### config.mk
export PLATFORM = sky130hd
export DESIGN_NAME = obl_back
export DESIGN_NICKNAME = d
export VERILOG_FILES = /design/src/rtl/obl_pkg.sv /design/src/rtl/obl_back.sv
export SDC_FILE = /design/constraint.sdc
export NUM_CORES = 1
export LEC_CHECK = 0
export ABC_AREA = 1
export ABC_CLOCK_PERIOD_IN_PS = 8100
export BUFFER_PORTS_ARGS = -buffer_cell sky130_fd_sc_hd__buf_2
export CAP_MARGIN = 25
export CORE_AREA = 2 2 294 296
export DETAILED_ROUTE_END_ITERATION = 10
export DIE_AREA = 0 0 296 298
export GPL_ROUTABILITY_DRIVEN = 0
export HOLD_SLACK_MARGIN = 0.08
export RECOVER_POWER = 100
export SYNTH_ARGS = -nofsm -noshare
export SYNTH_HDL_FRONTEND = slang
export SYNTH_SLANG_ARGS = --single-unit
### constraint.sdc
create_clock -name clk -period 8.1 [get_ports clk]
set_input_delay 0.81 -clock clk [delete_from_list [all_inputs] [get_ports clk]]
set_output_delay 0.81 -clock clk [all_outputs]
set_load 0.01 [all_outputs]
### src/rtl/obl_pkg.sv
`timescale 1ns / 1ps
package obl_pkg;

  localparam int SIDE_DEPTH_DEF = 64;
  localparam int PRICE_W = 32;
  localparam int QTY_IN_W = 48;
  localparam int QTY_W = 47;
  localparam int ID_W = 64;
  localparam int LIMIT_W = 7;

  typedef enum logic [2:0] {
    ST_DONE     = 3'd0,
    ST_UNINIT   = 3'd1,
    ST_STALE    = 3'd2,
    ST_GAP      = 3'd3,
    ST_APPLIED  = 3'd4,
    ST_SKIPPED  = 3'd5,
    ST_FULL     = 3'd6,
    ST_LISTING  = 3'd7
  } status_t;

  typedef enum logic [2:0] {
    OP_SNAP  = 3'd0,
    OP_UPD   = 3'd1,
    OP_BID   = 3'd2,
    OP_ASK   = 3'd3,
    OP_LBID  = 3'd4,
    OP_LASK  = 3'd5,
    OP_CLR   = 3'd6,
    OP_NOP   = 3'd7
  } op_t;

  typedef struct packed {
    op_t                  op;
    logic [PRICE_W-1:0]   price;
    logic [QTY_W-1:0]     qty;
    logic                 pos;
    logic [ID_W-1:0]      first_id;
    logic [ID_W-1:0]      final_id;
    logic [LIMIT_W-1:0]   limit;
  } entry_t;

  typedef enum logic [2:0] {
    SD_NONE  = 3'd0,
    SD_CLEAR = 3'd1,
    SD_CMP   = 3'd2,
    SD_APPLY = 3'd3,
    SD_ROT   = 3'd4
  } side_op_t;

  typedef struct packed {
    side_op_t             op;
    logic [PRICE_W-1:0]   price;
    logic [QTY_W-1:0]     qty;
    logic                 pos;
  } side_cmd_t;

endpackage

### src/rtl/obl_back.sv
`timescale 1ns / 1ps
module obl_back #(
  parameter int SIDE_DEPTH = obl_pkg::SIDE_DEPTH_DEF,
  localparam int CW        = $clog2(SIDE_DEPTH + 1),
  localparam int IW        = $clog2(SIDE_DEPTH),
  localparam int MW        = (CW > obl_pkg::LIMIT_W) ? CW : obl_pkg::LIMIT_W
) (
  input  logic                          clk,
  input  logic                          rst_n,
  input  logic                          q_valid,
  input  obl_pkg::entry_t               q_head,
  output logic                          q_pop,
  output obl_pkg::side_cmd_t            bid_cmd,
  output obl_pkg::side_cmd_t            ask_cmd,
  input  logic [CW-1:0]                 bid_held,
  input  logic [CW-1:0]                 ask_held,
  input  logic [CW-1:0]                 bid_held_nxt,
  input  logic [CW-1:0]                 ask_held_nxt,
  input  obl_pkg::status_t              bid_status,
  input  obl_pkg::status_t              ask_status,
  input  logic [obl_pkg::PRICE_W-1:0]   bid_head_price,
  input  logic [obl_pkg::QTY_W-1:0]     bid_head_qty,
  input  logic [obl_pkg::PRICE_W-1:0]   ask_head_price,
  input  logic [obl_pkg::QTY_W-1:0]     ask_head_qty,
  output logic                          out_valid,
  input  logic                          out_ready,
  output obl_pkg::status_t              out_status,
  output logic [obl_pkg::PRICE_W-1:0]   out_price,
  output logic [obl_pkg::QTY_W-1:0]     out_qty,
  output logic                          out_lv,
  output logic                          out_last,
  output logic [CW-1:0]                 out_bcnt,
  output logic [CW-1:0]                 out_acnt,
  output logic [obl_pkg::ID_W-1:0]      out_id,
  output logic                          out_rdy
);

  typedef enum logic [2:0] {
    S_IDLE  = 3'b001,
    S_APPLY = 3'b010,
    S_LIST  = 3'b100
  } state_t;

  state_t                      st_r, st_nxt;
  logic [obl_pkg::ID_W-1:0]    seq_r, seq_nxt;
  logic                        book_r, book_nxt, acc_r, acc_nxt;
  logic                        ask_r, ask_nxt;
  logic [CW-1:0]               n_r, n_nxt, k_r, k_nxt, held_sel, lim_n;
  logic [IW-1:0]               rot_r, rot_nxt;
  logic                        out_free;
  logic                        emit, e_lv, e_last;
  obl_pkg::status_t            e_st;
  logic [obl_pkg::PRICE_W-1:0] e_price;
  logic [obl_pkg::QTY_W-1:0]   e_qty;
  logic                        ov_r;
  obl_pkg::status_t            os_r;
  logic [obl_pkg::PRICE_W-1:0] op_r;
  logic [obl_pkg::QTY_W-1:0]   oq_r;
  logic                        olv_r, olast_r, ordy_r;
  logic [CW-1:0]               ob_r, oa_r;
  logic [obl_pkg::ID_W-1:0]    oid_r;
  obl_pkg::side_op_t           sop;

  assign out_free = !ov_r || out_ready;
  assign held_sel = (q_head.op == obl_pkg::OP_LASK) ? ask_held : bid_held;
  assign lim_n    = (MW'(q_head.limit) < MW'(held_sel)) ? CW'(q_head.limit) : held_sel;

  always_comb begin
    st_nxt   = st_r;
    seq_nxt  = seq_r;
    book_nxt = book_r;
    acc_nxt  = acc_r;
    ask_nxt  = ask_r;
    n_nxt    = n_r;
    k_nxt    = k_r;
    rot_nxt  = rot_r;
    q_pop    = 1'b0;
    sop      = obl_pkg::SD_NONE;
    bid_cmd  = '{op: obl_pkg::SD_NONE, price: q_head.price, qty: q_head.qty, pos: q_head.pos};
    ask_cmd  = bid_cmd;
    emit     = 1'b0;
    e_st     = obl_pkg::ST_DONE;
    e_price  = '0;
    e_qty    = '0;
    e_lv     = 1'b0;
    e_last   = 1'b1;
    case (st_r)
      S_IDLE: begin
        if (q_valid && out_free) begin
          q_pop = 1'b1;
          case (q_head.op)
            obl_pkg::OP_SNAP: begin
              bid_cmd.op = obl_pkg::SD_CLEAR;
              ask_cmd.op = obl_pkg::SD_CLEAR;
              seq_nxt    = q_head.final_id;
              book_nxt   = 1'b1;
              acc_nxt    = 1'b1;
              emit       = 1'b1;
            end
            obl_pkg::OP_UPD: begin
              emit    = 1'b1;
              acc_nxt = 1'b0;
              if (!book_r) begin
                e_st = obl_pkg::ST_UNINIT;
              end else if (q_head.final_id <= seq_r) begin
                e_st = obl_pkg::ST_STALE;
              end else if ((seq_r != '1) &&
                           (q_head.first_id > seq_r + obl_pkg::ID_W'(1))) begin
                e_st = obl_pkg::ST_GAP;
              end else begin
                seq_nxt = q_head.final_id;
                acc_nxt = 1'b1;
              end
            end
            obl_pkg::OP_BID, obl_pkg::OP_ASK: begin
              if (!acc_r) begin
                emit = 1'b1;
                e_st = obl_pkg::ST_SKIPPED;
              end else begin
                ask_nxt = (q_head.op == obl_pkg::OP_ASK);
                sop     = obl_pkg::SD_CMP;
                st_nxt  = S_APPLY;
              end
            end
            obl_pkg::OP_LBID, obl_pkg::OP_LASK: begin
              if (lim_n == '0) begin
                emit = 1'b1;
                e_st = obl_pkg::ST_LISTING;
              end else begin
                ask_nxt = (q_head.op == obl_pkg::OP_LASK);
                n_nxt   = lim_n;
                k_nxt   = '0;
                rot_nxt = '0;
                st_nxt  = S_LIST;
              end
            end
            obl_pkg::OP_CLR: begin
              bid_cmd.op = obl_pkg::SD_CLEAR;
              ask_cmd.op = obl_pkg::SD_CLEAR;
              seq_nxt    = '0;
              book_nxt   = 1'b0;
              acc_nxt    = 1'b0;
              emit       = 1'b1;
            end
            default: emit = 1'b1;
          endcase
        end
      end
      S_APPLY: begin
        if (out_free) begin
          sop    = obl_pkg::SD_APPLY;
          emit   = 1'b1;
          e_st   = ask_r ? ask_status : bid_status;
          st_nxt = S_IDLE;
        end
      end
      S_LIST: begin
        // walk the whole row once so it ends in its original order
        if ((k_r >= n_r) || out_free) begin
          sop     = obl_pkg::SD_ROT;
          rot_nxt = rot_r + IW'(1);
          if (rot_r == IW'(SIDE_DEPTH - 1)) st_nxt = S_IDLE;
          if (k_r < n_r) begin
            emit    = 1'b1;
            e_st    = obl_pkg::ST_LISTING;
            e_price = ask_r ? ask_head_price : bid_head_price;
            e_qty   = ask_r ? ask_head_qty : bid_head_qty;
            e_lv    = 1'b1;
            e_last  = (k_r + CW'(1) == n_r);
            k_nxt   = k_r + CW'(1);
          end
        end
      end
      default: st_nxt = S_IDLE;
    endcase
    if (sop != obl_pkg::SD_NONE) begin
      if (st_r == S_IDLE) begin
        if (ask_nxt) ask_cmd.op = sop;
        else bid_cmd.op = sop;
      end else begin
        if (ask_r) ask_cmd.op = sop;
        else bid_cmd.op = sop;
      end
    end
  end

  always_ff @(posedge clk) begin
    if (!rst_n) begin
      st_r   <= S_IDLE;
      seq_r  <= '0;
      book_r <= 1'b0;
      acc_r  <= 1'b0;
      ov_r   <= 1'b0;
    end else begin
      st_r   <= st_nxt;
      seq_r  <= seq_nxt;
      book_r <= book_nxt;
      acc_r  <= acc_nxt;
      if (emit) ov_r <= 1'b1;
      else if (out_ready) ov_r <= 1'b0;
    end
  end

  always_ff @(posedge clk) begin
    ask_r <= ask_nxt;
    n_r   <= n_nxt;
    k_r   <= k_nxt;
    rot_r <= rot_nxt;
    if (emit) begin
      os_r    <= e_st;
      op_r    <= e_price;
      oq_r    <= e_qty;
      olv_r   <= e_lv;
      olast_r <= e_last;
      ob_r    <= bid_held_nxt;
      oa_r    <= ask_held_nxt;
      oid_r   <= seq_nxt;
      ordy_r  <= book_nxt;
    end
  end

  assign out_valid  = ov_r;
  assign out_status = os_r;
  assign out_price  = op_r;
  assign out_qty    = oq_r;
  assign out_lv     = olv_r;
  assign out_last   = olast_r;
  assign out_bcnt   = ob_r;
  assign out_acnt   = oa_r;
  assign out_id     = oid_r;
  assign out_rdy    = ordy_r;

endmodule

# == Word level (Yosys, flattened, before mapping) ==
# Cells that the tools add are included.
# word_totals
out_inout_bits,331
regBits,254
# classes
eq_ne,22
n_reduce_logical,20
magnitude_cmp,5
bitwise_logic,1
muxes,82
addsub,3
# op_table
op,n
two-way mux 64 bit,5
case mux 64 bit (3 select lines),1
two-way mux 3 bit,22
"adder 64 x 1 -> 64 bit, second input constant",1
greater-than comparator 64 bit,1
<= comparator 64 bit,1
"!= test 64 bit, second input constant",1
two-way mux 7 bit,7
two-way mux 47 bit,1
case mux 3 bit (3 select lines),4
two-way mux 32 bit,1
two-way mux 6 bit,4
two-way mux 1 bit,22
less-than comparator 7 bit,2
two-way mux 2 bit,7
case mux 7 bit (2 select lines),1
"== test 3 bit, second input constant",4
"!= test 2 bit, second input constant",6
case mux 6 bit (2 select lines),1
"== test 3 x 2 -> 1 bit, second input constant",3
"adder 7 x 1 -> 7 bit, second input constant",1
== test 7 bit,1
greater-or-equal comparator 7 bit,1
zero test 7 bit,1
other kinds (22),34

# == Logic depth before layout (Yosys ltp) ==
# logic_depth
ltp_word,12
ltp_mapped,29

# == Worst setup path after synthesis ==
# Ideal clock, no wire load.
# synth_path
kind,input -> register
startpoint,in q_head[216] in the netlist's numbering
endpoint,reg oa_r[0] (netlist: out_acnt[0]) (enable)
path_slack_ns,1.135
n_path_buf,1
arrival_time_ns,6.436
path_stages,16
cell_sequence,inv_1 -> nand3_4 -> mux2i_1 -> ha_1 -> a21oi_1 -> nor2_1 -> a211oi_1 -> nand2_2 -> buf_6 -> o21ai_2 -> nand2_2 -> nor2_2 -> nand3_2 -> nand2_1 -> nand2_1 -> nand2_1
# synth_via
elab_chain_cells,9
# synth_lines
element,line,rtl
start: declaration,obl_back.sv:11,"input obl_pkg::entry_t q_head,"
== test 3 bit,"obl_back.sv:65, obl_back.sv:91",
two-way mux 7 bit,obl_back.sv:65,assign held_sel = (q_head.op == obl_pkg::OP_LASK) ? ask_held : bid_held;
less-than comparator 7 bit,obl_back.sv:66,assign lim_n = (MW'(q_head.limit) < MW'(held_sel)) ? CW'(q_head.limit) : held_sel;
two-way mux 7 bit,obl_back.sv:66,
zero test 7 bit,obl_back.sv:126,if (lim_n == '0) begin
two-way mux 1 bit,obl_back.sv:126,
case mux 1 bit (2 select lines) *,obl_back.sv:91,case (q_head.op)
two-way mux 1 bit *,obl_back.sv:89,if (q_valid && out_free) begin
case mux 1 bit (3 select lines) *,obl_back.sv:87,case (st_r)
net emit,obl_back.sv:51,"logic emit, e_lv, e_last;"
end signal: assignment,obl_back.sv:216,oa_r <= ask_held_nxt;
end: declaration,obl_back.sv:60,"logic [CW-1:0] ob_r, oa_r;"
# Mark *: on every way through the listed nets, which the timed path passes. The rest lies on a longest branch.
# A chain may end at the register's enable or synchronous reset.

# == Worst setup path after layout ==
# layout_path
startpoint,reg seq_r[2] in the netlist's numbering
endpoint,reg os_r[0] (netlist: out_status[0]) (data pin)
# layout_via
elab_chain_cells,9
# layout_lines
element,line,rtl
start: declaration,obl_back.sv:45,"logic [obl_pkg::ID_W-1:0] seq_r, seq_nxt;"
start signal: assignment,obl_back.sv:196,seq_r <= seq_nxt;
adder 64 x 1 -> 64 bit,obl_back.sv:108,(q_head.first_id > seq_r + obl_pkg::ID_W'(1))) begin
greater-than comparator 64 bit,obl_back.sv:108,
logical AND 1 bit,obl_back.sv:107,end else if ((seq_r != '1) &&
two-way mux 2 bit,obl_back.sv:107,
two-way mux 2 bit *,obl_back.sv:105,end else if (q_head.final_id <= seq_r) begin
two-way mux 2 bit *,obl_back.sv:103,if (!book_r) begin
case mux 3 bit (3 select lines) *,obl_back.sv:91,
two-way mux 3 bit *,obl_back.sv:89,
case mux 3 bit (3 select lines) *,obl_back.sv:87,
net e_st[0],obl_back.sv:52,obl_pkg::status_t e_st;
end signal: assignment,obl_back.sv:210,os_r <= e_st;
end: declaration,obl_back.sv:56,obl_pkg::status_t os_r;
# Marks and branches as above.

==> summary.txt <==
Setup path
  – Setup Crit Path Kind: reg2reg
  – CP Max Fanout: 66
  – Crit Reg-Reg Endpoint: out_status[0]$_DFFE_PP_
  – R2R setup slack: 1680 ps
  – Worst R2R Path Depth: 22
  – Worst EP required: 8390 ps
  – Reg-to-Reg Start: seq_r[2]$_SDFF_PN0_
  – CP Launch Type: flip-flop
  – Crit path arrival time: 6710 ps
  – Setup crit end kind: flip-flop

STA
  – Max-slew violation count: 243
  – Fin. Hold Viols: 0
  – RSZ-0062 raised after global routing: false
  – Final critical-path required period: 6420 ps
  – Rel. slew slack: -1.12
  – Final setup viols: 0
  – Worst-margin pin slew: 3180 ps
  – Fmax: 156 MHz
  – Final period util: 0.792
  – Final TNS setup: 0 ps
  – Clock skew: 16.3 ps

Run status
  – Status: finished, violations left
  – Failing checks: capacitance limit, slew limit

Yosys
  – Yosys reg bits: 254
  – Post-synth EDFFs: 183
  – Share of the synthesized area in the top cell type: 0.298
  – Syn. warnings: 0
  – Mapped cell area: 18500 um2
  – Dominant synthesized flop cell: edfxtp_1
  – Mapped Avg Cell Area: 7.58 um2
  – Yosys top cell by area: edfxtp_1
  – Sequential-to-total area share from yosys stat: 0.375
  – Cell variety after synth: 49
  – Syn_nets: 2993
  – Post-Syn Instances: 2435
  – Ys async rst share: 0
  – Area contributors post-synth: edfxtp_1 (30%), nand2_1 (14%), ha_1 (9.8%)

CTS
  – Num CTS Buffers: 30
  – Count of cells resized by post-cts repair: 0
  – Clock sink count: 254
  – CTS Root Buffer Type: clkbuf_16
  – Hold Buf Count CTS: 0
  – Clock latency at the later pin of the worst-skew pair: 590 ps
  – CTS tree: yes
  – Maximum root-to-sink buffer count: 3
  – Clock Pin Slew Worst Setup and Hold Paths: 60 ps
  – Number of post-CTS setup repair buffers: 0
  – H-tree levels: 1

Power and ir drop
  – Leakage: 9.99 nW
  – Power density cells: 249 nW/um2
  – P_sw: 2.17 mW
  – Switching share of power: 0.399
  – Sequential power share: 0.365
  – Internal cell power: 3.26 mW
  – Combinational power share: 0.359
  – Tot Pwr: 5.43 mW
  – Worst vdd ir: 0.220 mV
  – Clock share of power: 0.276

GRT
  – Met3 usage: 0.0506
  – Largest net degree at the start of global routing: 115
  – First-pass GRT wire length: 108 mm
  – Met1 usage: 0.170
  – Gr usage total: 0.165
  – Initial antenna violation count: 35
  – Met2 Use GR: 0.289
  – Total grt overflow: 0
  – Most used routing layer: met2
  – Vias in the first global route: 16600

Drt
  – Vias/cell: 4.43
  – DRT antenna net count: 0
  – Drt pass-1 iters: 5
  – Routed len/inst: 19.6 um
  – Via count: 17400
  – Initial DRC Count: 1052
  – WL final: 76.9 mm
  – DRC viols: 0

Min path
  – Hold path depth: 1
  – Hold path start: ask_held_nxt[2]
  – Worst Hold Class: in2reg
  – Worst Hold Path EP: out_acnt[2]$_DFFE_PP_

Placement
  – Hpwl dp: 59.9 mm
  – Port bufs: 504

Floorplanning
  – Core ar.: 84900 um2
  – Die Height: 298 um
  – Die X: 296 um
  – Initial Utilization: 0.217
  – FP Rows: 107
  – Full die area: 88200 um2
  – I/O pin count: 745

Job
  – MaxCap Viol Count: 4

Finish
  – Layout cell share with drive strength beyond 1: 0.162
  – Fill cell count: 9483
  – Syn-to-layout area delta: 18.0%
  – NumNets Final: 3294
## cells in the mapped netlist, drive strengths merged, types with 2 or more instances
library cell / instances
mux2i: 6
a21o: 4
xor2: 59
inv: 303
and3: 2
nand3b: 6
clkbuf: 65
ha: 144
xnor2: 2
nor4: 14
nand4: 89
buf: 187
o21bai: 3
nand2: 688
a221oi: 3
edfxtp: 183
nand3: 112
o21ai: 37
clkinv: 3
a211oi: 2
o21a: 5
dfxtp: 71
nor3: 53
nor2: 170
a21oi: 217
## placed cells by master, fill, tap and decap left out, types with 11 or more instances in the layout
master     count
ha_1         144
clkinv_2      11
edfxtp_1     183
nand2_1      682
buf_2        334
nor4_1        12
dfxtp_1       69
clkbuf_1     171
diode_2       18
nand3_1      108
xor2_1        59
inv_2         14
nand4_1       89
nor3_1        48
nor2_1       166
a21oi_1      216
inv_1        288
clkbuf_16     31
o21ai_0       36
buf_4         12
## cells by family after synthesis
| logic type | count (synthesis) | share of synthesized area |
|---|---|---|
| simple gates | 1137 | 0.266 |
| buf+inv | 558 | 0.150 |
| fa+ha+maj | 144 | 0.0976 |
| mux | 6 | 0.00325 |
| flops | 254 | 0.375 |
| compound gates | 275 | 0.0786 |
| xor+xnor | 61 | 0.0289 |
## power by group through the flow
stage               Clock (mW)  Sequential [mW]  Combinational [mW]
finish                    1.50             1.98                1.95
global route              1.60             2.01                2.21
detailed placement           0             2.00                2.03
global placement             0             1.99                2.02
floorplan                    0             2.12                1.19
CTS                       1.55             1.97                2.05
## layer usage
layer  wire length [um]  up-vias
met4               4900       26
met5                168        -
li1                   -     8448
met1              26700     7892
met2              37400      777
met3               7700      245
## how the worst max path moves through the flow
stage          cells past startpoint                start                 endpoint
2_1_floorplan                     16          q_head[216]    out_acnt[0]$_DFFE_PP_
3_3_place_gp                      27  seq_r[0]$_SDFF_PN0_      out_id[0]$_DFFE_PP_
3_5_place_dp                      26  seq_r[0]$_SDFF_PN0_     out_id[40]$_DFFE_PP_
4_1_cts                           26  seq_r[0]$_SDFF_PN0_     out_id[15]$_DFFE_PP_
5_1_grt                           24  seq_r[2]$_SDFF_PN0_     out_id[20]$_DFFE_PP_
6_report                          22  seq_r[2]$_SDFF_PN0_  out_status[0]$_DFFE_PP_
## worst max-delay path, cell delays in order (launching register included)
cell and delay, ps:
dfxtp_1 400, nand3_1 150, nor2_1 110, nand2_1 120
nor3_2 290, nand4_1 220, nor2_1 540, inv_1 160
nor4_1 500, nand2_1 130, xor2_1 180, ha_1 320
nand2_1 80, nor2_1 130, nor3b_2 200, nand3_1 160
nor3_1 240, nor2_1 60, nand2_1 130, clkbuf_2 1280
o21ai_0 290, nand3_1 150, nand3_1 100
## flip-flops by register name (all words and copies together), names as in the netlist, 3 cells and up
name / count
k_r: 7
n_r: 7
out_acnt: 7
out_bcnt: 7
out_id: 64
out_price: 32
out_qty: 47
out_status: 3
rot_r: 6
seq_r: 64
st_r: 3
## metrics by stage
stage,hold slack [ps],area (um2),setup slack (ps),utilization,cells
2_1_floorplan,459,18500,1130,-,2435
3_5_place_dp,476,21000,2560,0.247,3848
6_report,401,21800,1680,0.257,3922
3_3_place_gp,478,21000,2660,0.247,3848
4_1_cts,363,22000,2540,0.260,3904
5_1_grt,362,21800,1080,0.257,3920
## area by class of cell
cell class,count,area [um2],share of cell area
Antenna cell,18,45.0,0.00207
Clock buffer,31,776,0.0356
Clock inverter,25,294,0.0135
Inverter,306,1150,0.0529
Multi-Input combinational cell,1623,8720,0.401
Sequential cell,254,6920,0.318
Tap cell,1144,1430,0.0657
Timing Repair Buffer,521,2440,0.112
No activity file was read; power rests on OpenSTA's default activity.
