### config.mk
export PLATFORM = sky130hd
export DESIGN_NAME = obl_front
export DESIGN_NICKNAME = d
export VERILOG_FILES = /design/src/rtl/obl_pkg.sv /design/src/rtl/obl_front.sv
export SDC_FILE = /design/constraint.sdc
export NUM_CORES = 1
export LEC_CHECK = 0
export ABC_AREA = 0
export BUFFER_PORTS_ARGS = -buffer_cell sky130_fd_sc_hd__buf_2
export CAP_MARGIN = 25
export CELL_PAD_IN_SITES_DETAIL_PLACEMENT = 2
export CELL_PAD_IN_SITES_GLOBAL_PLACEMENT = 2
export CORE_ASPECT_RATIO = 0.6
export CORE_UTILIZATION = 25
export DETAILED_ROUTE_END_ITERATION = 10
export PLACE_DENSITY = 0.62
export SYNTH_ARGS = -nofsm -noshare
export SYNTH_HDL_FRONTEND = slang
export SYNTH_SLANG_ARGS = --single-unit
export TNS_END_PERCENT = 10
### constraint.sdc
create_clock -name clk -period 14.6 [get_ports clk]
set_input_delay 0.73 -clock clk [delete_from_list [all_inputs] [get_ports clk]]
set_output_delay 0.73 -clock clk [all_outputs]
set_load 0.02 [all_outputs]
### src/rtl/obl_pkg.sv
`timescale 1ns / 1ps
package obl_pkg;

  localparam int SIDE_DEPTH_DEF = 64;
  localparam int PRICE_W = 32;
  localparam int QTY_IN_W = 48;
  localparam int QTY_W = 47;
  localparam int ID_W = 64;
  localparam int LIMIT_W = 7;

  typedef enum logic [2:0] {
    ST_DONE     = 3'd0,
    ST_UNINIT   = 3'd1,
    ST_STALE    = 3'd2,
    ST_GAP      = 3'd3,
    ST_APPLIED  = 3'd4,
    ST_SKIPPED  = 3'd5,
    ST_FULL     = 3'd6,
    ST_LISTING  = 3'd7
  } status_t;

  typedef enum logic [2:0] {
    OP_SNAP  = 3'd0,
    OP_UPD   = 3'd1,
    OP_BID   = 3'd2,
    OP_ASK   = 3'd3,
    OP_LBID  = 3'd4,
    OP_LASK  = 3'd5,
    OP_CLR   = 3'd6,
    OP_NOP   = 3'd7
  } op_t;

  typedef struct packed {
    op_t                  op;
    logic [PRICE_W-1:0]   price;
    logic [QTY_W-1:0]     qty;
    logic                 pos;
    logic [ID_W-1:0]      first_id;
    logic [ID_W-1:0]      final_id;
    logic [LIMIT_W-1:0]   limit;
  } entry_t;

  typedef enum logic [2:0] {
    SD_NONE  = 3'd0,
    SD_CLEAR = 3'd1,
    SD_CMP   = 3'd2,
    SD_APPLY = 3'd3,
    SD_ROT   = 3'd4
  } side_op_t;

  typedef struct packed {
    side_op_t             op;
    logic [PRICE_W-1:0]   price;
    logic [QTY_W-1:0]     qty;
    logic                 pos;
  } side_cmd_t;

endpackage

### src/rtl/obl_front.sv
`timescale 1ns / 1ps
module obl_front (
  input  logic                               clk,
  input  logic                               rst_n,
  input  logic                               in_tvalid,
  output logic                               in_tready,
  input  logic [2:0]                         in_func,
  input  logic [obl_pkg::PRICE_W-1:0]        in_price,
  input  logic [obl_pkg::QTY_IN_W-1:0]       in_qty,
  input  logic [obl_pkg::ID_W-1:0]           in_first,
  input  logic [obl_pkg::ID_W-1:0]           in_final,
  input  logic [obl_pkg::LIMIT_W-1:0]        in_limit,
  output logic                               q_valid,
  output obl_pkg::entry_t                    q_head,
  input  logic                               q_pop
);

  obl_pkg::entry_t q_r [2];
  obl_pkg::entry_t ent;
  logic            wp_r, rp_r;
  logic [1:0]      cnt_r;
  logic            push;

  assign in_tready = (cnt_r != 2'd2);
  assign push      = in_tvalid && in_tready;
  assign q_valid   = (cnt_r != 2'd0);
  assign q_head    = q_r[rp_r];

  // classify the raw function code
  always_comb begin
    ent.op       = obl_pkg::op_t'(in_func);
    ent.price    = in_price;
    ent.qty      = in_qty[obl_pkg::QTY_W-1:0];
    ent.pos      = !in_qty[obl_pkg::QTY_IN_W-1] && (in_qty != '0);
    ent.first_id = in_first;
    ent.final_id = in_final;
    ent.limit    = in_limit;
  end

  always_ff @(posedge clk) begin
    if (push) begin
      q_r[wp_r] <= ent;
    end
  end

  always_ff @(posedge clk) begin
    if (!rst_n) begin
      wp_r  <= 1'b0;
      rp_r  <= 1'b0;
      cnt_r <= 2'd0;
    end else begin
      if (push) wp_r <= !wp_r;
      if (q_pop) rp_r <= !rp_r;
      cnt_r <= cnt_r + {1'b0, push} - {1'b0, q_pop};
    end
  end

endmodule

# --- Yosys cells after proc, flatten, opt, wreduce, memory -nomap -nowiden ---
# Memories as Yosys holds them, arrays and structs flattened. A register that Yosys moved wholly into a read port is not among the register bits.
# Index checks and enable logic that the tools add are counted.
classes:
  add_sub_neg: 2
  n_eq_ne: 1
  n_mux: 4
  n_reduce_logical: 7
op_table:
  columns: ["operator", "n"]
  rows:
  - ["48-bit nonzero test", 1]
  - ["1-bit two-way mux", 4]
  - ["1-bit zero test", 3]
  - ["2-bit by 1-bit adder with 2-bit output", 1]
  - ["1-bit logical AND", 2]
  - ["2-bit != test, second input constant", 1]
  - ["2-bit nonzero test", 1]
  - ["2-bit by 1-bit subtractor with 2-bit output", 1]
totals:
  reg_bits: 4
  ram_bits: 436
  n_memories: 1
memory_table:
  columns: ["memory", "words", "word_bits", "rd", "rd_clocked_by_memory_dff", "wr", "line", "rtl"]
  rows:
  - ["q_r", 2, 218, 1, 1, 1, "obl_front.sv:18", "obl_pkg::entry_t q_r [2];"]

# --- Logic depth before layout (Yosys ltp) ---
# Gate-level depths: netlist (run 1).
logic_depth:
  depth_word: 4
  depth_mapped: 8
  ltp_nobuf: 8

# --- Least setup slack after synthesis (run 1) ---
# No wires, ideal clock.
synth_timing:
  kind: "input to register"
  start: "input in_tvalid"
  end: "memory q_r[1][0] (netlist name), enable pin"
  setup_ps: 608
  arrival_time_ps: 5755
  required_ps: 13992
  slack_ps: 8238
  path_stages: 1
  cell_sequence: "and3_1"
synth_between:
  elab_chain_cells: 3
synth_lines:
  columns: ["element", "line", "rtl"]
  rows:
  - ["start, declared", "obl_front.sv:5", "input logic in_tvalid,"]
  - ["1-bit logical AND", "obl_front.sv:25", "assign push = in_tvalid && in_tready;"]
  - ["1-bit two-way mux", "obl_front.sv:41", "if (push) begin"]
  - ["1-bit two-way mux (not written as such)", "obl_front.sv:42", "q_r[wp_r] <= ent;"]
  - ["end, declared", "obl_front.sv:18", null]
# No other way between the ends.

==> out/metrics.cfg, run 1 <==
[worst_setup_path]
slowest_delay_ps=850
crit_buf_inv=3
crit_path_cell_trace=buf_4 > buf_16 > mux2_4 > buf_2
timing_worst_setup_path_type=reg -> out
crit_arrival_ps=2790
cp_slowest_cell=dfxtp_4
critPathCaptureType=primary output
cp_data_required_time_ps=13870
path_max_fanout=54
cp-start-kind=register
cp_top_family=buffers and inverters

[timing]
clock_skew_ps=8.91
hold_ws_ps=352
final.setup.tns_ps=0
period_needed_ps=3520
clock.fmax_ghz=0.284
maxSlewViolCount=0
rsz0062_at_grt=false
slew_headroom_pct=34.1
worst_pin_slew_ps=989
setup_slack_ps=11080
setup_viol=0
post-route-period-util_pct=24.1
hold_violations=0

[route]
viasPerCell=4.08
drc_errors=0
first_pass_iters=6
final_antenna_net_count=0
first_iter_violations=320
routedWlPerCell_um=19.8
vias=8487
wirelength_mm=41.2

[final_layout]
drive_gt1_share_pct=59.6
area_delta_synth_final_pct=27.0
ff_latch_area_mm2=0.0132
multi_input_area_mm2=0.00305
final_cells=2079
fillers=6615
nets=1415

[clocking]
htree_levels=2
cts.sinks=441
cts_setup_buffers=0
cts_max_path_buffers=3
cts-root-buf=clkbuf_16
cts.clk_slew.worst_paths_ps=60
cts_tree=yes
cts-hold-fix-buffers=0
cts_resized=0
cts_buffers=44
clk_latency_ps=560

[floorplan]
io_pins=442
rows=72
die-height_um=201
die_w_um=334
start_util_pct=25.4
fp.dieArea_mm2=0.0670
core_mm2=0.0649

[pwr]
power_uw=3310
power.density_mw_per_mm2=158
power.leakage_uw=0.00782
ir_drop_uv=75.9

[yosys]
yosys-top-cells-area=edfxtp_1 79%, mux2_4 9.1%, mux2_2 8.1%, buf_8 0.91%, dfxtp_1 0.61%
synth_flop_cell=edfxtp_1
synth_warnings=0
syn_area_per_cell_um2=22.9
ys_seq_elements=441
syn_nets=943
synth_cells=719
synth_top_area_share_pct=79.4
synth.cell_area_mm2=0.0165
synth_commonest_cells=436 x edfxtp_1, 118 x mux2_2, 100 x mux2_4
synth_most_common_cell=edfxtp_1
async_flop_share_pct=0
synth-seq-area-share_pct=80.0
yosys.area.top_type=edfxtp_1
synth_cell_types=24
synth_edf_count=436

[global_route]
grtUsageMet3_pct=5.21
antenna_found_initial=13
grt_pass1_wl_mm=60.6
globalRouteMet1Util_pct=14.6
grt.overflow.total=0
grt_pass1_vias=9583
grt_max_degree=105
use_met2_pct=19.5
grt.busiest_layer=met2
grt.total_usage_pct=12.0

[worst_hold_path]
min-delay-path-class=in -> reg

[run]
max_cap_violations=0

[place]
numPortBuffers=441
dpl.cell_count=1995
place.gp.congestion=0.731
hpwl_mm=28.1
post-place-ws_ps=10960

[run_status]
status=complete, no violations

metal layers:
metal | up-vias | wire [um] | share of wire [%]
met3 | 71 | 3620 | 8.8
met4 | 20 | 697 | 1.7
met5 | - | 133 | 0.32
li1 | 3834 | - | -
met2 | 245 | 19500 | 47
met1 | 4317 | 17200 | 42
sequential cells by signal, indices dropped and copies added, names as in the netlist, named ones only:
signal  flops
q_r       436
wp_r        1
cnt_r       2
rp_r        1
worst reg2reg max path, cell delays in order (launching register included):
cell	delay, ps
dfxtp_1	360
nand2b_1	210
and3_4	540
buf_4	850
buf_4	870
power breakdown:
part | switching, uW | leakage (uW) | internal (uW)
Combinational | 386 | 0.00307 | 233
Clock | 473 | 0.000642 | 584
Sequential | 43.7 | 0.00411 | 1590
final timing paths:
path	start	cells after the start	to	slack, ps
min reg2reg	rp_r$_SDFFE_PN0P_	2	register	540
max	register	4	q_head[177]	11080
min	in_first[56]	1	q_r[1][127]$_DFFE_PP_	350
max reg2reg	cnt_r[0]$_SDFF_PN0_	4	q_r[1][119]$_DFFE_PP_	11350
layout make-up:
type | count | share of cell area [%]
timing repair buffer | 450 | 11.0
clock buffer | 56 | 5.62
tap | 851 | 5.08
sequential | 441 | 63.0
clock inverter | 22 | 0.573
multi-input combinational | 250 | 14.6
inverter | 4 | 0.108
antenna | 5 | 0.0597
cell families after synthesis:
group / synth area share [%]
fa+ha+maj: 0.152
buf+inv: 1.53
mux: 17.2
xor+xnor: 0.159
compound gates: 0.144
flops: 80.0
simple gates: 0.857
metrics by stage:
| step | instance area, um2 | utilization (%) |
|---|---|---|
| 2_1_floorplan | 16500 | - |
| 3_3_place_gp | 19600 | 30.2 |
| 3_5_place_dp | 19600 | 30.3 |
| 4_1_cts | 20900 | 32.3 |
| 5_1_grt | 20900 | 32.3 |
| 6_report | 21000 | 32.3 |
cell usage in the layout, fill, tap and decap left out, drive strengths merged:
master and count:
diode 5, nand2 1, edfxtp 436, ha 2, a21oi 1, o31a 1, nor4 12, mux2 218
or2 1, nor2 3, a21bo 1, bufinv 1, and3 1, nand4 3, xor2 1, clkinv 21
inv 4, xnor2 2, dfxtp 5, and2 1, nand3b 1, buf 450, clkbuf 56, nand2b 1
Power figures use the tool's default switching activity.
==> inputs of run 2 (changes only) <==
- PLACE_DENSITY: 0.62 -> 0.64
- clock period: 14.6 -> 3 ns (I/O delays scaled with it)
==> run 2 against run 1 <==
Effect of this change: clock skew grew 8.8 ps; register-to-register slack lost 10000 ps; global-route usage is 1.7 points higher; non-clock buffer count is 247 higher; clock-buffer cell count is 7 higher; largest power group unchanged; largest cell class unchanged; die area stayed put; worst setup slack got worse by 10000 ps; worst hold slack got worse by 46 ps; sequential power rose to 4.9 times the previous value.
==> out/metrics.cfg, run 2 (synthesis results as in run 1) <==
[clocking]
clk_latency_ps=570  ; was 560 ps
cts_tree=yes  ; unchanged
cts_buffers=44  ; unchanged
cts.clk_slew.worst_paths_ps=60  ; about the same
htree_levels=2  ; unchanged
cts-root-buf=clkbuf_16  ; unchanged
cts_setup_buffers=0  ; unchanged
cts_max_path_buffers=3  ; unchanged
cts.sinks=441  ; unchanged

[final_layout]
fillers=6479  ; was 6615
area_delta_synth_final_pct=42.7  ; was 27.0%
reg_top3=q_r: 436 flops, cnt_r: 2 flops  ; unchanged
layout_commonest_cell=buf_2  ; unchanged
largest_reg_flops=436  ; unchanged
final_cells=2323  ; was 2079
max_flop_register=q_r  ; unchanged
drive_gt1_share_pct=51.6  ; was 59.6%
nets=1662  ; was 1415
diodes=0  ; was 5
mostFrequentLayoutCells=441 x buf_2, 436 x edfxtp_1, 221 x dlygate4sd3_1  ; was 442 x buf_2, 436 x edfxtp_1, 118 x mux2_2

[global_route]
grt_pass1_wl_mm=69.5  ; was 60.6 mm
grt.overflow.total=0  ; unchanged
antenna_found_initial=0  ; was 13
grt.total_usage_pct=13.7  ; was 12.0%
grt_max_degree=94  ; was 105
grt_pass1_vias=10973  ; was 9583

[place]
dpl.cell_count=2022  ; was 1995
hpwl_mm=31.0  ; was 28.1 mm
numPortBuffers=441  ; unchanged
place.gp.congestion=0.758  ; was 0.731

[pwr]
ir_drop_uv=449  ; was 75.9 uV
power.density_mw_per_mm2=710  ; was 158 mW/mm2
power.leakage_uw=0.00891  ; was 0.00782 uW
power_uw=16700  ; was 3310 uW

[route]
first_pass_iters=4  ; was 6
viasPerCell=4.10  ; was 4.08
first_iter_violations=424  ; was 320
final_antenna_net_count=0  ; unchanged
vias=9524  ; was 8487
routedWlPerCell_um=20.1  ; was 19.8 um
drc_errors=0  ; unchanged
wirelength_mm=46.8  ; was 41.2 mm

[timing]
maxSlewViolCount=0  ; unchanged
rsz0062_at_grt=false  ; unchanged
clock_skew_ps=17.7  ; was 8.91 ps
period_needed_ps=2420
slew_headroom_pct=56.0  ; was 34.1%
worst_pin_slew_ps=661  ; was 989 ps
clock.fmax_ghz=0.414
setup_viol=0  ; unchanged
hold_violations=0  ; unchanged
post-route-period-util_pct=80.6

[run_status]
status=complete, no violations  ; unchanged

[run]
max_cap_violations=0  ; unchanged

[worst_setup_path]
cp-start-kind=register  ; unchanged
critPathCaptureType=primary output  ; unchanged
cp_data_required_time_ps=2850  ; was 13870 ps
timing_worst_setup_path_type=reg -> out  ; unchanged
path_max_fanout=25  ; was 54
crit_arrival_ps=2270  ; was 2790 ps

[floorplan]
die_w_um=334  ; unchanged
rows=72  ; unchanged
start_util_pct=25.4  ; unchanged
core_mm2=0.0649  ; unchanged
fp.dieArea_mm2=0.0670  ; unchanged
io_pins=442  ; unchanged
die-height_um=201  ; unchanged

[worst_hold_path]
min-delay-path-class=in -> reg  ; unchanged

[run 2: final timing paths]
kind | slack [ps] | to | startpoint | depth (start not counted)
worst max-delay path | 580 | q_head[203] | register | 4
worst min-delay path | 310 | q_r[0][204]$_DFFE_PP_ | in_price[21] | 2
worst max register to register | 1140 | q_r[0][119]$_DFFE_PP_ | cnt_r[0]$_SDFF_PN0_ | 4
worst min register to register | 530 | rp_r$_SDFFE_PN0P_ | rp_r$_SDFFE_PN0P_ | 2
[run 2: worst max-delay path: stages (launching register included)]
cell	delay (ps)
dfxtp_4	570
buf_12	260
buf_4	280
mux2_2	380
buf_2	180
[run 2: per-layer routing]
layer	vias up	GRT usage [%]	share of wire, %
met2	277	23.4	49
met4	0	4.43	2.5
met5	-	0	0
li1	4320	-	-
met3	77	3.88	5.8
met1	4850	16.8	42
[run 2: area by class of cell]
cell class	instances	area, um2	share of cell area, %
Sequential cell	441	13200	56.1
Timing Repair Buffer	697	4840	20.6
Multi-Input combinational cell	250	3060	13.0
Clock buffer	63	1230	5.24
Tap cell	851	1060	4.52
Clock inverter	17	116	0.494
Inverter	4	18.8	0.0797
[run 2: stage by stage]
step / area, um2 / setup slack, ps / hold slack (ps) / util [%] / setup TNS (ps)
global placement: 20000 / 1180 / 338 / 30.8 / 0
floorplan: 16500 / -1280 / 249 / - / -418500
CTS: 23500 / 525 / 239 / 36.3 / 0
global route: 23500 / 464 / 264 / 36.3 / 0
detailed placement: 20000 / 1120 / 341 / 30.8 / 0
finish: 23500 / 582 / 305 / 36.3 / 0
[run 2: report_power, final]
| part | switching (uW) | total [uW] | internal, uW |
|---|---|---|---|
| Sequential | 225 | 7960 | 7730 |
| Clock | 2340 | 5290 | 2950 |
| Combinational | 2040 | 3480 | 1440 |
| Total | 4600 | 16700 | 12100 |
[run 2: timing repair]
| item | 4_1_cts | 5_1_grt |
|---|---|---|
| hold endpoints to repair | 441 | 0 |
| hold buffers | 221 | 0 |
| gates resized for setup | 0 | 0 |
==> inputs of run 3 (changes only) <==
- ABC_AREA: 0 -> 1
- PLACE_DENSITY: 0.64 -> 0.63
- clock period: 3 -> 2.3 ns (I/O delays scaled with it)
==> run 3 against run 2 <==
Effect of this change: die area grew 0.33%; clock-buffer cell count shrank 1; cell area barely moved; critical path depth stayed put; clock power up 28%; core utilization is 0.081 points lower; register-to-register slack lost 550 ps; routed wire length fell by 2.9%; final cell count rose by 2.4%; non-clock buffer count fell by 15; power rose by 22%; critical endpoint is now q_head[31].
==> out/metrics.cfg, run 3 <==
[run_status]
status=complete, no violations  ; unchanged

[timing]
post-route-period-util_pct=95.0
slew_headroom_pct=63.3  ; was 56.0%
maxSlewViolCount=0  ; unchanged
setup_viol=0  ; unchanged
period_needed_ps=2190
clock.fmax_ghz=0.458
worst_pin_slew_ps=551  ; was 661 ps
clock_skew_ps=31.2  ; was 17.7 ps
hold_violations=0  ; unchanged
rsz0062_at_grt=false  ; unchanged

[worst_hold_path]
min-delay-path-class=in -> reg  ; unchanged

[final_layout]
area_delta_synth_final_pct=42.1  ; was 42.7%
nets=1676  ; was 1662
drive_gt1_share_pct=50.0  ; was 51.6%
fillers=6491  ; was 6479
reg_top3=q_r: 436 flops, cnt_r: 2 flops  ; unchanged
multi_input_area_mm2=0.00312  ; was 0.00306 mm2
max_flop_register=q_r  ; unchanged
final_area_mm2=0.0235  ; about the same
layout_commonest_cell=buf_2  ; unchanged
mostFrequentLayoutCells=441 x buf_2, 436 x edfxtp_1, 221 x dlygate4sd3_1  ; unchanged
ff_latch_area_mm2=0.0132  ; unchanged
largest_reg_flops=436  ; unchanged

[route]
first_iter_violations=364  ; was 424
first_pass_iters=4  ; unchanged
viasPerCell=3.98  ; was 4.10
vias=9467  ; was 9524
drc_errors=0  ; unchanged
wirelength_mm=45.4  ; was 46.8 mm
routedWlPerCell_um=19.1  ; was 20.1 um
final_antenna_net_count=0  ; unchanged

[global_route]
grt.overflow.total=0  ; unchanged
grt_pass1_wl_mm=67.1  ; was 69.5 mm
grt_max_degree=84  ; was 94
antenna_found_initial=1  ; was 0
grt_pass1_vias=10935  ; was 11.0k
grt.total_usage_pct=13.2  ; was 13.7%

[clocking]
cts_tree=yes  ; unchanged
htree_levels=2  ; unchanged
cts_buffers=44  ; unchanged
cts-root-buf=clkbuf_16  ; unchanged
cts.clk_slew.worst_paths_ps=60  ; about the same
cts.sinks=441  ; unchanged
cts_max_path_buffers=3  ; unchanged
clk_latency_ps=570  ; about the same

[yosys]
synth_most_common_cell=edfxtp_1  ; unchanged
synth-seq-area-share_pct=79.7  ; was 80.0%
synth_commonest_cells=436 x edfxtp_1, 118 x mux2_2, 100 x mux2_4  ; unchanged
yosys.area.top_type=edfxtp_1  ; unchanged
syn_area_per_cell_um2=22.1  ; was 22.9 um2
synth_flop_cell=edfxtp_1  ; unchanged
async_flop_share_pct=0  ; unchanged
synth.cell_area_mm2=0.0165  ; about the same
synth_warnings=0  ; unchanged
synth_cell_types=18  ; was 24
syn_nets=972  ; was 943
ys_seq_elements=441  ; unchanged
synth_edf_count=436  ; unchanged
yosys-top-cells-area=edfxtp_1 79%, mux2_4 9.1%, mux2_2 8.0%, buf_8 0.91%, nor2_1 0.77%  ; was edfxtp_1 79%, mux2_4 9.1%, mux2_2 8.1%, buf_8 0.91%, dfxtp_1 0.61%
synth_top_area_share_pct=79.1  ; was 79.4%
synth_cells=748  ; was 719

[floorplan]
fp.dieArea_mm2=0.0673  ; was 0.0670 mm2
rows=72  ; unchanged
core_mm2=0.0650  ; was 0.0649 mm2
start_util_pct=25.5  ; was 25.4%
die_w_um=334  ; about the same
io_pins=442  ; unchanged
die-height_um=201  ; about the same

[worst_setup_path]
crit_arrival_ps=2070  ; was 2270 ps
path_max_fanout=25  ; unchanged
critPathCaptureType=primary output  ; unchanged
cp-start-kind=register  ; unchanged
timing_worst_setup_path_type=reg -> out  ; unchanged
cp_data_required_time_ps=2180  ; was 2850 ps

[place]
place_area_mm2=0.0200  ; about the same
place.gp.congestion=0.725  ; was 0.758
hpwl_mm=28.7  ; was 31.0 mm
numPortBuffers=441  ; unchanged

[run]
max_cap_violations=0  ; unchanged

[pwr]
power.leakage_uw=0.00887  ; was 0.00891 uW
power.density_mw_per_mm2=867  ; was 710 mW/mm2
power_uw=20400  ; was 16700 uW
ir_drop_uv=628  ; was 449 uV

[run 3: changes by cell type after synthesis, sizes merged, moves of 2 or more]
| cell | before | now |
|---|---|---|
| nor2 | 3 | 34 |
| nand2 | 1 | 13 |
| nor4 | 12 | 0 |
| a21oi | 1 | 3 |
| inv | 4 | 6 |
[run 3: timing repair]
action	in CTS	in global routing
endpoints found under the hold margin	441	0
gates resized for setup	0	1
buffers inserted	0	0
hold buffers	221	0
endpoints found under the setup margin	0	4
[run 3: per-layer routing]
metal	global-route usage (%)	vias up	part of all wire, %
met5	0	-	0
met4	3.34	0	1.8
met3	3.95	57	6.2
met2	23.2	257	51
met1	15.5	4801	41
li1	-	4352	-
[run 3: path summary, 6_finish.rpt]
kind | start | cells after the start | to | slack, ps
min reg2reg | rp_r$_SDFFE_PN0P_ | 2 | rp_r$_SDFFE_PN0P_ | 540
max reg2reg | cnt_r[0]$_SDFF_PN0_ | 6 | q_r[0][206]$_DFFE_PP_ | 590
max | register | 4 | q_head[31] | 110
min | in_final[8] | 2 | q_r[0][15]$_DFFE_PP_ | 270
[run 3: where the power goes]
| part | switching, uW | internal (uW) |
|---|---|---|
| logic | 2100 | 1560 |
| clock network | 3060 | 3730 |
| registers | 206 | 9730 |
[run 3: area by class of cell]
| cell class | count | share of cell area, % |
|---|---|---|
| well taps | 888 | 4.72 |
| clock inverters | 19 | 0.527 |
| multi-input cells | 277 | 13.3 |
| repair buffers | 682 | 20.2 |
| diodes | 3 | 0.0319 |
| inverters | 6 | 0.0958 |
| flip-flops and latches | 441 | 56.1 |
| clock buffers | 62 | 5.06 |
[run 3: cells by family after synthesis]
| logic type | synth area share, % |
|---|---|
| muxes | 17.1 |
| DFF | 79.7 |
| xor gates and xnor gates | 0.106 |
| buffers and inverters | 1.57 |
| AOI/OAI and AO/OA | 0.121 |
| adders and majority gates | 0.151 |
| and+or+nand+nor | 1.21 |
[run 3: worst max-delay path, cell delays in order (launching register included)]
cell	delay (ps)
dfxtp_4	460
buf_12	240
buf_12	220
mux2_2	380
buf_2	170
[run 3: per-stage QoR]
stage	util (%)	instances	hold WS, ps	setup TNS (ps)	setup WS (ps)
after floorplan	-	748	208	-823630	-1900
after global placement	30.8	2073	302	0	686
after detailed placement	30.8	2073	307	0	602
after CTS	36.2	2375	206	0	53.3
after global routing	36.2	2377	220	0	4.11
final	36.2	2378	268	0	114
